<file path="config.mk">
export PLATFORM = sky130hd
export DESIGN_NAME = pcxrle_ctrl
export DESIGN_NICKNAME = d
export VERILOG_FILES = /design/src/rtl/core/pcxrle_pkg.sv /design/src/rtl/core/pcxrle_ctrl.sv
export SDC_FILE = /design/constraint.sdc
export NUM_CORES = 1
export LEC_CHECK = 0
export ABC_CLOCK_PERIOD_IN_PS = 1100
export BUFFER_PORTS_ARGS = -buffer_cell sky130_fd_sc_hd__buf_2
export CAP_MARGIN = 20
export CORE_AREA = 2 2 39 41
export CTS_CLUSTER_DIAMETER = 40
export DETAILED_ROUTE_END_ITERATION = 10
export DIE_AREA = 0 0 41 43
export REMOVE_ABC_BUFFERS = 1
export SKIP_LAST_GASP = 1
export SLEW_MARGIN = 20
export SYNTH_ARGS = -nofsm -noshare
export SYNTH_HDL_FRONTEND = slang
export SYNTH_SLANG_ARGS = --single-unit
</file>
<file path="constraint.sdc">
create_clock -name clk -period 1.1 [get_ports clk]
set_clock_uncertainty 0.1 [all_clocks]
set_input_delay 0.055 -clock clk [delete_from_list [all_inputs] [get_ports clk]]
set_output_delay 0.055 -clock clk [all_outputs]
set_load 0.05 [all_outputs]
</file>
<file path="src/rtl/core/pcxrle_pkg.sv">
package pcxrle_pkg;

    localparam int MAX_LINE_BYTES = 2048;
    localparam int LINE_AW        = $clog2(MAX_LINE_BYTES);
    localparam int LINE_DEPTH     = 2 ** LINE_AW;
    localparam int BPL_W          = 12;
    localparam int HGT_W          = 16;
    localparam int CNT_W          = 6;
    localparam int CFG_AW         = 2;
    localparam int CFG_DW         = 16;
    localparam int PAL_DEPTH      = 256;

    // Input item modes
    localparam logic [1:0] MODE_DATA  = 2'd0;
    localparam logic [1:0] MODE_PAL   = 2'd1;
    localparam logic [1:0] MODE_START = 2'd2;

    // Configuration register indexes
    localparam logic [CFG_AW-1:0] CFG_BPL    = 2'd0;
    localparam logic [CFG_AW-1:0] CFG_WIDTH  = 2'd1;
    localparam logic [CFG_AW-1:0] CFG_HEIGHT = 2'd2;
    localparam logic [CFG_AW-1:0] CFG_THREE  = 2'd3;

    // Result kinds
    localparam logic KIND_PIXEL = 1'b0;
    localparam logic KIND_ERROR = 1'b1;

    localparam logic [1:0] MARKER_TAG = 2'b11;

    typedef struct packed {
        logic start;
        logic pal_wr;
        logic expand;
        logic step;
        logic set_pend;
        logic err;
    } ctl_cmd_t;

    typedef struct packed {
        logic adv;
        logic blocked;
        logic pending;
        logic marker;
        logic zero_cnt;
        logic iter_done;
    } dp_stat_t;

endpackage

</file>
<file path="src/rtl/core/pcxrle_ctrl.sv">
module pcxrle_ctrl (
    input  logic                  clk,
    input  logic                  rst_n,
    input  logic                  in_valid,
    input  logic [1:0]            in_mode,
    input  pcxrle_pkg::dp_stat_t  stat,
    output logic                  in_ready,
    output pcxrle_pkg::ctl_cmd_t  cmd
);
    import pcxrle_pkg::*;

    localparam logic [0:0] ST_IDLE = 1'b0;
    localparam logic [0:0] ST_RUN  = 1'b1;

    logic [0:0] state_reg;
    logic [0:0] state_next;

    always_comb
    begin
        cmd        = '0;
        state_next = state_reg;
        in_ready   = (state_reg == ST_IDLE) && stat.adv;
        unique case (state_reg)
            ST_IDLE:
            begin
                if (in_valid && in_ready)
                begin
                    case (in_mode)
                        MODE_START: cmd.start  = 1'b1;
                        MODE_PAL:   cmd.pal_wr = 1'b1;
                        MODE_DATA:
                        begin
                            if (!stat.blocked)
                            begin
                                if (stat.pending)
                                    cmd.expand = 1'b1;
                                else if (stat.marker)
                                begin
                                    if (stat.zero_cnt)
                                        cmd.err = 1'b1;
                                    else
                                        cmd.set_pend = 1'b1;
                                end
                                else
                                    cmd.expand = 1'b1;
                                // first byte goes out now, stay on for the rest of the run
                                if (cmd.expand && !stat.iter_done)
                                    state_next = ST_RUN;
                            end
                        end
                        default: ;
                    endcase
                end
            end
            ST_RUN:
            begin
                if (stat.adv)
                begin
                    cmd.step = 1'b1;
                    if (stat.iter_done)
                        state_next = ST_IDLE;
                end
            end
            default: state_next = ST_IDLE;
        endcase
    end

    always_ff @(posedge clk or negedge rst_n)
    begin
        if (!rst_n)
            state_reg <= ST_IDLE;
        else
            state_reg <= state_next;
    end

endmodule

</file>
==> impl_metrics.json, run 1 <==
{
  "num_io_pins": 18,
  "tightest_slew_ns": 0.3337,
  "grtUsageTotal": 0.05706,
  "core_area_um2": 1384,
  "combinationalPowerShare": 0.736,
  "synth_top_family_by_area": "simple AND/OR/NAND/NOR gates",
  "num_rows": 14,
  "yosys-top-cells-area": "dfrtp_1 17%, and4b_2 16%, o41ai_2 11%",
  "die_w_um": 41,
  "yosys.area_share.simple": 0.6174,
  "final_common_cell": "buf_2",
  "finalWorstSetupSlack_ns": -0.1482,
  "routed_wl_um": 525,
  "post-place-ws_ns": -0.2315,
  "fmax_mhz": 801.2,
  "grt_max_degree": 6,
  "syn_inst": 14,
  "largest_register_ffs": 1,
  "yosysTopAreaCell": "dfrtp_1",
  "total_power_mw": 0.1524,
  "antenna_found_initial": 0,
  "synth_top_area_frac": 0.1739,
  "synth-warning-count": 0,
  "synthMuxAreaShare": 0,
  "final_cells": 55,
  "max_cap_violations": 0,
  "syn_area_um2": 143.9,
  "dp_cells": 53,
  "dieArea_um2": 1763,
  "grt_pass1_wl_um": 759,
  "die_h_um": 43,
  "first_global_vias": 226,
  "grt-ovfl-total": 0,
  "vias": 224,
  "leakagePower_nw": 0.2051,
  "ant_nets": 0,
  "ys_types": 12,
  "finalSetupViolCount": 2,
  "cp-start-kind": "primary input",
  "clkPwrFrac": 0,
  "p_per_area_nw_per_um2": 381.9,
  "cts.clk_slew.worst_paths_ns": 0,
  "antennaDiodeCount": 0,
  "firstDrtPassIters": 1,
  "hold_violations": 0,
  "drv_slew": 0,
  "tns_ns": -0.2711,
  "slew_headroom": 0.7771,
  "netSwitchingFraction": 0.3546,
  "p_switching_mw": 0.05404,
  "rsz0062_at_grt": "yes",
  "cp_data_arrival_time_ns": 1.09,
  "route.detailed.wl_per_inst_um": 9.545,
  "synth-compound-area-share": 0.1826,
  "drive_gt1_frac": 0.8205,
  "p_int_mw": 0.09838,
  "failed_checks": "setup timing",
  "drc": 0,
  "ys_ff_latch": 1,
  "start_util": 0.1040,
  "endpoint_kind": "output pin",
  "area_delta_synth_final_pct": 177.4,
  "syn_area_per_cell_um2": 10.28,
  "layout_common_cells": "10 x buf_2, 7 x buf_6, 5 x buf_4",
  "yosysSeqAreaShare": 0.1739,
  "avgViaCountPerCell": 4.073,
  "status": "finished, violations left",
  "hold_ws_ns": 0.1725,
  "hp-class": "in -> reg",
  "worstPathRequired_ns": 0.94,
  "min_period_over_period": 1.135,
  "clk_latency_ns": 0,
  "ir_worst_vdd_mv": 0.1220,
  "synthAdderAreaFrac": 0,
  "drt_iter0_drc": 0,
  "synthXorXnorAreaFrac": 0,
  "worstPathMaxFanout": 2,
  "critical_path_class": "in -> out",
  "portBuffers": 17,
  "layout.nets": 52,
  "dpl.hpwl_um": 398.6,
  "seqPwrFrac": 0.264,
  "place_congestion": 0.5449,
  "period_minus_slack_ns": 1.248
}
[cells in the mapped netlist]
cell type  count
and4b_2        2
nor2b_1        2
a21bo_2        1
and2_1         1
and4_1         1
and4b_1        1
dfrtp_1        1
inv_1          1
nor4_1         1
nor4b_1        1
o41ai_2        1
or4b_4         1
[final cells by class]
type                            count  area [µm²]
Inverter                            1       3.754
Multi-Input combinational cell     12       143.9
Timing Repair Buffer               25       206.4
Tap cell                           16       20.02
Sequential cell                     1       25.02
Fill cell                         153       984.7
[worst max-delay path, cell delays in order]
cell,delay [ns]
buf_6,0.09
or4b_4,0.55
nor4_2,0.16
buf_4,0.24
[path summary, 6_finish.rpt]
check,slack [ns],start,cells past startpoint,to
hold reg to reg,0.71,state_reg,3,state_reg
setup / recovery,-0.15,stat[4],4,cmd[3]
min in group asynchronous,0.27,rst_n,2,state_reg
max in group asynchronous,0.55,rst_n,2,state_reg
hold / removal,0.17,stat[0],2,state_reg
setup reg to reg,0.09,state_reg,3,state_reg
[power by group through the flow]
stage / Combinational, mW / Sequential [mW] / Clock (mW)
final: 0.112 / 0.0403 / 0
after floorplan: 0.0396 / 0.0397 / 0
after CTS: 0.109 / 0.0399 / 0
after global placement: 0.0834 / 0.0395 / 0
after global routing: 0.121 / 0.0404 / 0
after detailed placement: 0.0840 / 0.0396 / 0
[cell families (layout without fill, tap and decap cells)]
| group | Yosys count | count (layout) |
|---|---|---|
| buf+inv | 1 | 26 |
| flops | 1 | 1 |
| simple gates | 10 | 10 |
| compound gates | 2 | 2 |
[metrics by stage]
| step | instance area (µm²) | util |
|---|---|---|
| finish | 399.1 | 0.2884 |
| global route | 399.1 | 0.2884 |
| CTS | 390.4 | 0.2821 |
| detailed placement | 294.0 | 0.2125 |
| global placement | 294.0 | 0.2125 |
| floorplan | 143.9 | - |
[routing by layer]
layer,track usage,vias up,part of all wire
li1,-,109,-
met2,0.1250,9,0.59
met4,0,0,0
met3,0.01571,0,0.11
met5,0,-,0
met1,0.04459,106,0.30
[timing repair]
item	in CTS	in global routing
hold buffers	1	0
setup buffers	1	0
resized for setup	19	2
setup endpoints to repair	6	6
endpoints found under the hold margin	1	0
pin swaps	4	3
Power figures use the tool's default switching activity.
==> inputs of run 2 (changes only) <==
ABC_AREA = 1   (was not set)
==> impl_metrics.json, run 2 <==
{
  "p_switching_mw": 0.05338,
  "yosys-top-cells-area": "inv_1 19%, dfrtp_1 18%, nand2_1 14%",
  "netSwitchingFraction": 0.4250,
  "yosysTopAreaCell": "inv_1",
  "drt_iter0_drc": 2,
  "p_per_area_nw_per_um2": 403.2,
  "vias": 221,
  "endpoint_kind": "output pin",
  "period_minus_slack_ns": 1.099,
  "whs_path_depth": 4,
  "synth.cells.most_frequent": "7 x inv_1, 5 x nand2_1, 5 x nor2_1",
  "dpl.hpwl_um": 350.6,
  "tns_ns": 0,
  "first_global_vias": 173,
  "ant_nets": 0,
  "max_cap_violations": 0,
  "tightest_slew_ns": 0.3095,
  "cp_data_arrival_time_ns": 0.94,
  "cts.clk_slew.worst_paths_ns": 0,
  "fillers": 164,
  "leakagePower_nw": 0.1740,
  "grtUsageTotal": 0.04500,
  "synth_edf_count": 0,
  "hold_ws_ns": 0.2341,
  "place_congestion": 0.4511,
  "synth_top_area_frac": 0.1927,
  "finalSetupViolCount": 0,
  "postCtsSetupRepairBufs": 0,
  "antenna_found_initial": 0,
  "post-place-ws_ns": -0.1222,
  "critical_path_class": "reg -> out",
  "hp-class": "in -> reg",
  "total_power_mw": 0.1256,
  "synth_ff_type": "dfrtp_1",
  "yosysSeqAreaShare": 0.1835,
  "layout.nets": 58,
  "num_rows": 14,
  "syn_area_um2": 136.4,
  "route.detailed.wl_per_inst_um": 7.541,
  "ir_worst_vdd_mv": 0.1113,
  "final_core_util": 0.2251,
  "combinationalPowerShare": 0.680,
  "r2r-end": "state_reg",
  "drive_gt1_frac": 0.5778,
  "die_w_um": 41,
  "syn_inst": 26,
  "synth-warning-count": 0,
  "grt-ovfl-total": 0,
  "clk_latency_ns": 0,
  "largest_register_ffs": 1,
  "final_common_cell": "buf_2",
  "worstPathMaxFanout": 4,
  "grt_pass1_wl_um": 586,
  "grt_max_degree": 5,
  "drc": 0,
  "p_int_mw": 0.07223,
  "dieArea_um2": 1763,
  "die_h_um": 43,
  "syn_area_per_cell_um2": 5.245,
  "r2r.worst_path.cells": 6,
  "status": "finished clean",
  "clkPwrFrac": 0,
  "seqPwrFrac": 0.320,
  "layout_common_cells": "12 x buf_2, 7 x inv_1, 5 x nand2_1",
  "antennaDiodeCount": 0,
  "hold_violations": 0,
  "r2r_slack_ns": 0.05,
  "area_delta_synth_final_pct": 128.4,
  "r2r-start": "state_reg",
  "num_io_pins": 18,
  "worstPathRequired_ns": 0.94,
  "start_util": 0.09855,
  "routed_wl_um": 460,
  "hold_end": "state_reg",
  "rsz0062_at_grt": "yes",
  "yosysMostFrequentCell": "inv_1",
  "avgViaCountPerCell": 3.623,
  "ys_ff_latch": 1,
  "drv_slew": 0,
  "portBuffers": 17,
  "slew_headroom": 0.7929,
  "finalWorstSetupSlack_ns": 0.0007485,
  "cp-start-kind": "flop",
  "holdCritStartpoint": "stat[0]",
  "min_period_over_period": 0.9993,
  "firstDrtPassIters": 3,
  "core_area_um2": 1384,
  "ys_types": 10,
  "fmax_mhz": 909.7,
  "synthArstFlopShare": 1.000
}
run 2: cell count changes after synthesis, sizes merged, moves of 2 or more:
cell   change
nor2       +6
nor3       +2
nand3      +3
inv        +6
nand2      +5
and4b      -3
nor2b      -2
run 2: worst max path at each step:
stage | startpoint | to | slack, ns | cells after the start
floorplan | state_reg | cmd[0] | -0.77 | 3
global placement | state_reg | cmd[3] | -0.09 | 5
detailed placement | state_reg | cmd[3] | -0.12 | 5
CTS | state_reg | cmd[3] | -0.03 | 5
global route | state_reg | cmd[5] | -0.08 | 4
finish | state_reg | cmd[3] | 0.0007 | 5
run 2: area by class of cell:
type                    count  area, µm²  area share
well taps                  16      20.02     0.06426
repair buffers             19      130.1      0.4177
flip-flops and latches      1      25.02     0.08032
inverters                   7      26.28     0.08434
multi-input cells          18      110.1      0.3534
run 2: logic make-up after synthesis:
kind of cell	Yosys count	synth area share
buffers and inverters	7	0.1927
AOI/OAI and AO/OA	1	0.03666
and+or+nand+nor	17	0.5872
DFF	1	0.1835
run 2: critical path, cell delays in order (launching register included):
cell and delay, ns:
dfrtp_1 0.38, inv_1 0.08, nand3_2 0.10, nor2_4 0.10, and2_4 0.14, buf_8 0.13
run 2: timing repair:
item	4_1_cts	5_1_grt
cloned	0	0
gates resized for setup	9	8
pin swaps	3	1
hold buffers	1	0
hold endpoints to repair	1	0
setup endpoints to repair	4	6
run 2: through the flow:
stage               cells  area [µm²]
floorplan              26       136.4
global placement       60       249.0
detailed placement     60       249.0
CTS                    61       287.8
global route           61       311.5
finish                 61       311.5
run 2: power by group through the flow:
stage	logic [mW]	registers (mW)	clock network [mW]
after floorplan	0.0403	0.0400	0
after global placement	0.0715	0.0401	0
after detailed placement	0.0721	0.0403	0
after CTS	0.0795	0.0402	0
after global routing	0.0927	0.0408	0
final	0.0854	0.0402	0
run 2: metal layers:
layer	GRT usage	up-vias	part of all wire
met4	0	0	0
met1	0.03492	94	0.34
met5	0	-	0
met3	0	0	0.083
met2	0.1063	11	0.57
li1	-	116	-
==> inputs of run 3 (changes only) <==
REMOVE_ABC_BUFFERS = not set   (was 1)
==> impl_metrics.json, run 3 (synthesized netlist as in run 2, its figures left out) <==
{
  "status": "finished, violations left",
  "failed_checks": "setup timing",
  "worstPathCellList": "buf_6, nor2_4, nand3_4, nor2_4, buf_8",
  "rsz0062_at_grt": "yes",
  "drc": 0,
  "firstDrtPassIters": 3,
  "ant_nets": 0,
  "route.detailed.wl_per_inst_um": 6.953,
  "dpl.hpwl_um": 416.2,
  "max_cap_violations": 0,
  "die_h_um": 43,
  "final_core_util": 0.2875,
  "r2r_slack_ns": 0.03,
  "dieArea_um2": 1763,
  "hold_violations": 0,
  "finalSetupViolCount": 3,
  "num_rows": 14,
  "worstPathMaxFanout": 3,
  "final_cells": 64,
  "critical_path_class": "reg -> out",
  "portBuffers": 17,
  "tns_ns": -0.08609,
  "postCtsSetupRepairBufs": 0,
  "worstSetupEndpoint": "cmd[0]",
  "num_io_pins": 18,
  "start_util": 0.09855,
  "period_minus_slack_ns": 1.131,
  "grt-ovfl-total": 0,
  "crit_path_max_incr_delay_ns": 0.37,
  "area_delta_synth_final_pct": 191.7,
  "fmax_mhz": 884.3,
  "r2r-end": "state_reg",
  "drive_gt1_frac": 0.6458,
  "routed_wl_um": 445,
  "whs_path_depth": 4,
  "p_per_area_nw_per_um2": 375.2,
  "leakagePower_nw": 0.1992,
  "slew_headroom": 0.7639,
  "clk_latency_ns": 0,
  "hp-class": "in -> reg",
  "drv_slew": 0,
  "tightest_slew_ns": 0.3529,
  "final_common_cell": "buf_2",
  "worstPathRequired_ns": 0.94,
  "dpl_cell_area_um2": 340.3,
  "endpoint_kind": "output pin",
  "place_congestion": 0.5781,
  "finalWorstSetupSlack_ns": -0.03082,
  "total_power_mw": 0.1493,
  "cp-startpoint": "state_reg",
  "layout_common_cells": "12 x buf_2, 7 x inv_1, 5 x nor2_4, 5 x nand2_1, 4 x buf_4",
  "vias": 226,
  "ir_worst_vdd_mv": 0.1458,
  "avgViaCountPerCell": 3.531,
  "layout.nets": 61,
  "drt_iter0_drc": 1,
  "cts.clk_slew.worst_paths_ns": 0,
  "cp_data_arrival_time_ns": 0.98,
  "r2r-start": "state_reg",
  "first_global_vias": 198,
  "dp_cells": 63,
  "syn_nets": 37,
  "core_area_um2": 1384,
  "cp-start-kind": "flop",
  "fillers": 160,
  "grt_pass1_wl_um": 717,
  "largest_register_ffs": 1,
  "critPathSlowestCell": "dfrtp_1",
  "min_period_over_period": 1.028,
  "r2r.worst_path.cells": 6,
  "crit_top_cell": "nor2_4",
  "design_area_um2": 397.9,
  "die_w_um": 41,
  "grtUsageTotal": 0.05511,
  "antennaDiodeCount": 0,
  "antenna_found_initial": 0,
  "grt_max_degree": 5
}
## run 3: layout make-up
type	instances	area, µm²	area share
repair buffers	22	167.7	0.4214
well taps	16	20.02	0.05031
multi-input cells	18	158.9	0.3994
inverters	7	26.28	0.06604
flip-flops and latches	1	25.02	0.06289
## run 3: routing by layer
metal  global-route usage  up-vias  wire length, µm
li1                     -      122                -
met1              0.07668       94              177
met2              0.09063       10              217
met3              0.01047        0               50
met4                    0        0                0
met5                    0        -                0
## run 3: worst min-delay path by stage
| stage | from | endpoint | slack [ns] |
|---|---|---|---|
| 2_1_floorplan | rst_n | state_reg | -0.34 |
| 3_3_place_gp | rst_n | state_reg | -0.27 |
| 3_5_place_dp | rst_n | state_reg | -0.27 |
| 4_1_cts | stat[0] | state_reg | 0.23 |
| 5_1_grt | stat[0] | state_reg | 0.27 |
| 6_report | stat[0] | state_reg | 0.23 |
## run 3: worst max-delay path, delay by kind of cell, from the launching register on
family | cells | cell delay [ns]
buf+inv | 2 | 0.28
flops | 1 | 0.37
simple gates | 3 | 0.32
## run 3: where the power goes
| group | leakage [nW] | total [mW] | switching [mW] | internal, mW |
|---|---|---|---|---|
| Combinational | 0.185 | 0.109 | 0.0642 | 0.0451 |
| Clock | 0 | 0 | 0 | 0 |
| Sequential | 0.0138 | 0.0400 | 0.00114 | 0.0388 |
## run 3: timing repair
action | 4_1_cts | 5_1_grt
endpoints found under the setup margin | 4 | 6
hold buffers | 1 | 0
pin swaps | 0 | 0
endpoints found under the hold margin | 1 | 0
gates resized for setup | 8 | 7
cloned | 0 | 0
## run 3: through the flow
step           hold WS (ns)  setup slack [ns]
4_1_cts              0.2308          -0.04651
5_1_grt              0.2718           -0.1045
3_3_place_gp        -0.2699           -0.1238
2_1_floorplan       -0.3406           -0.1895
3_5_place_dp        -0.2689           -0.1342
6_report             0.2258          -0.03082
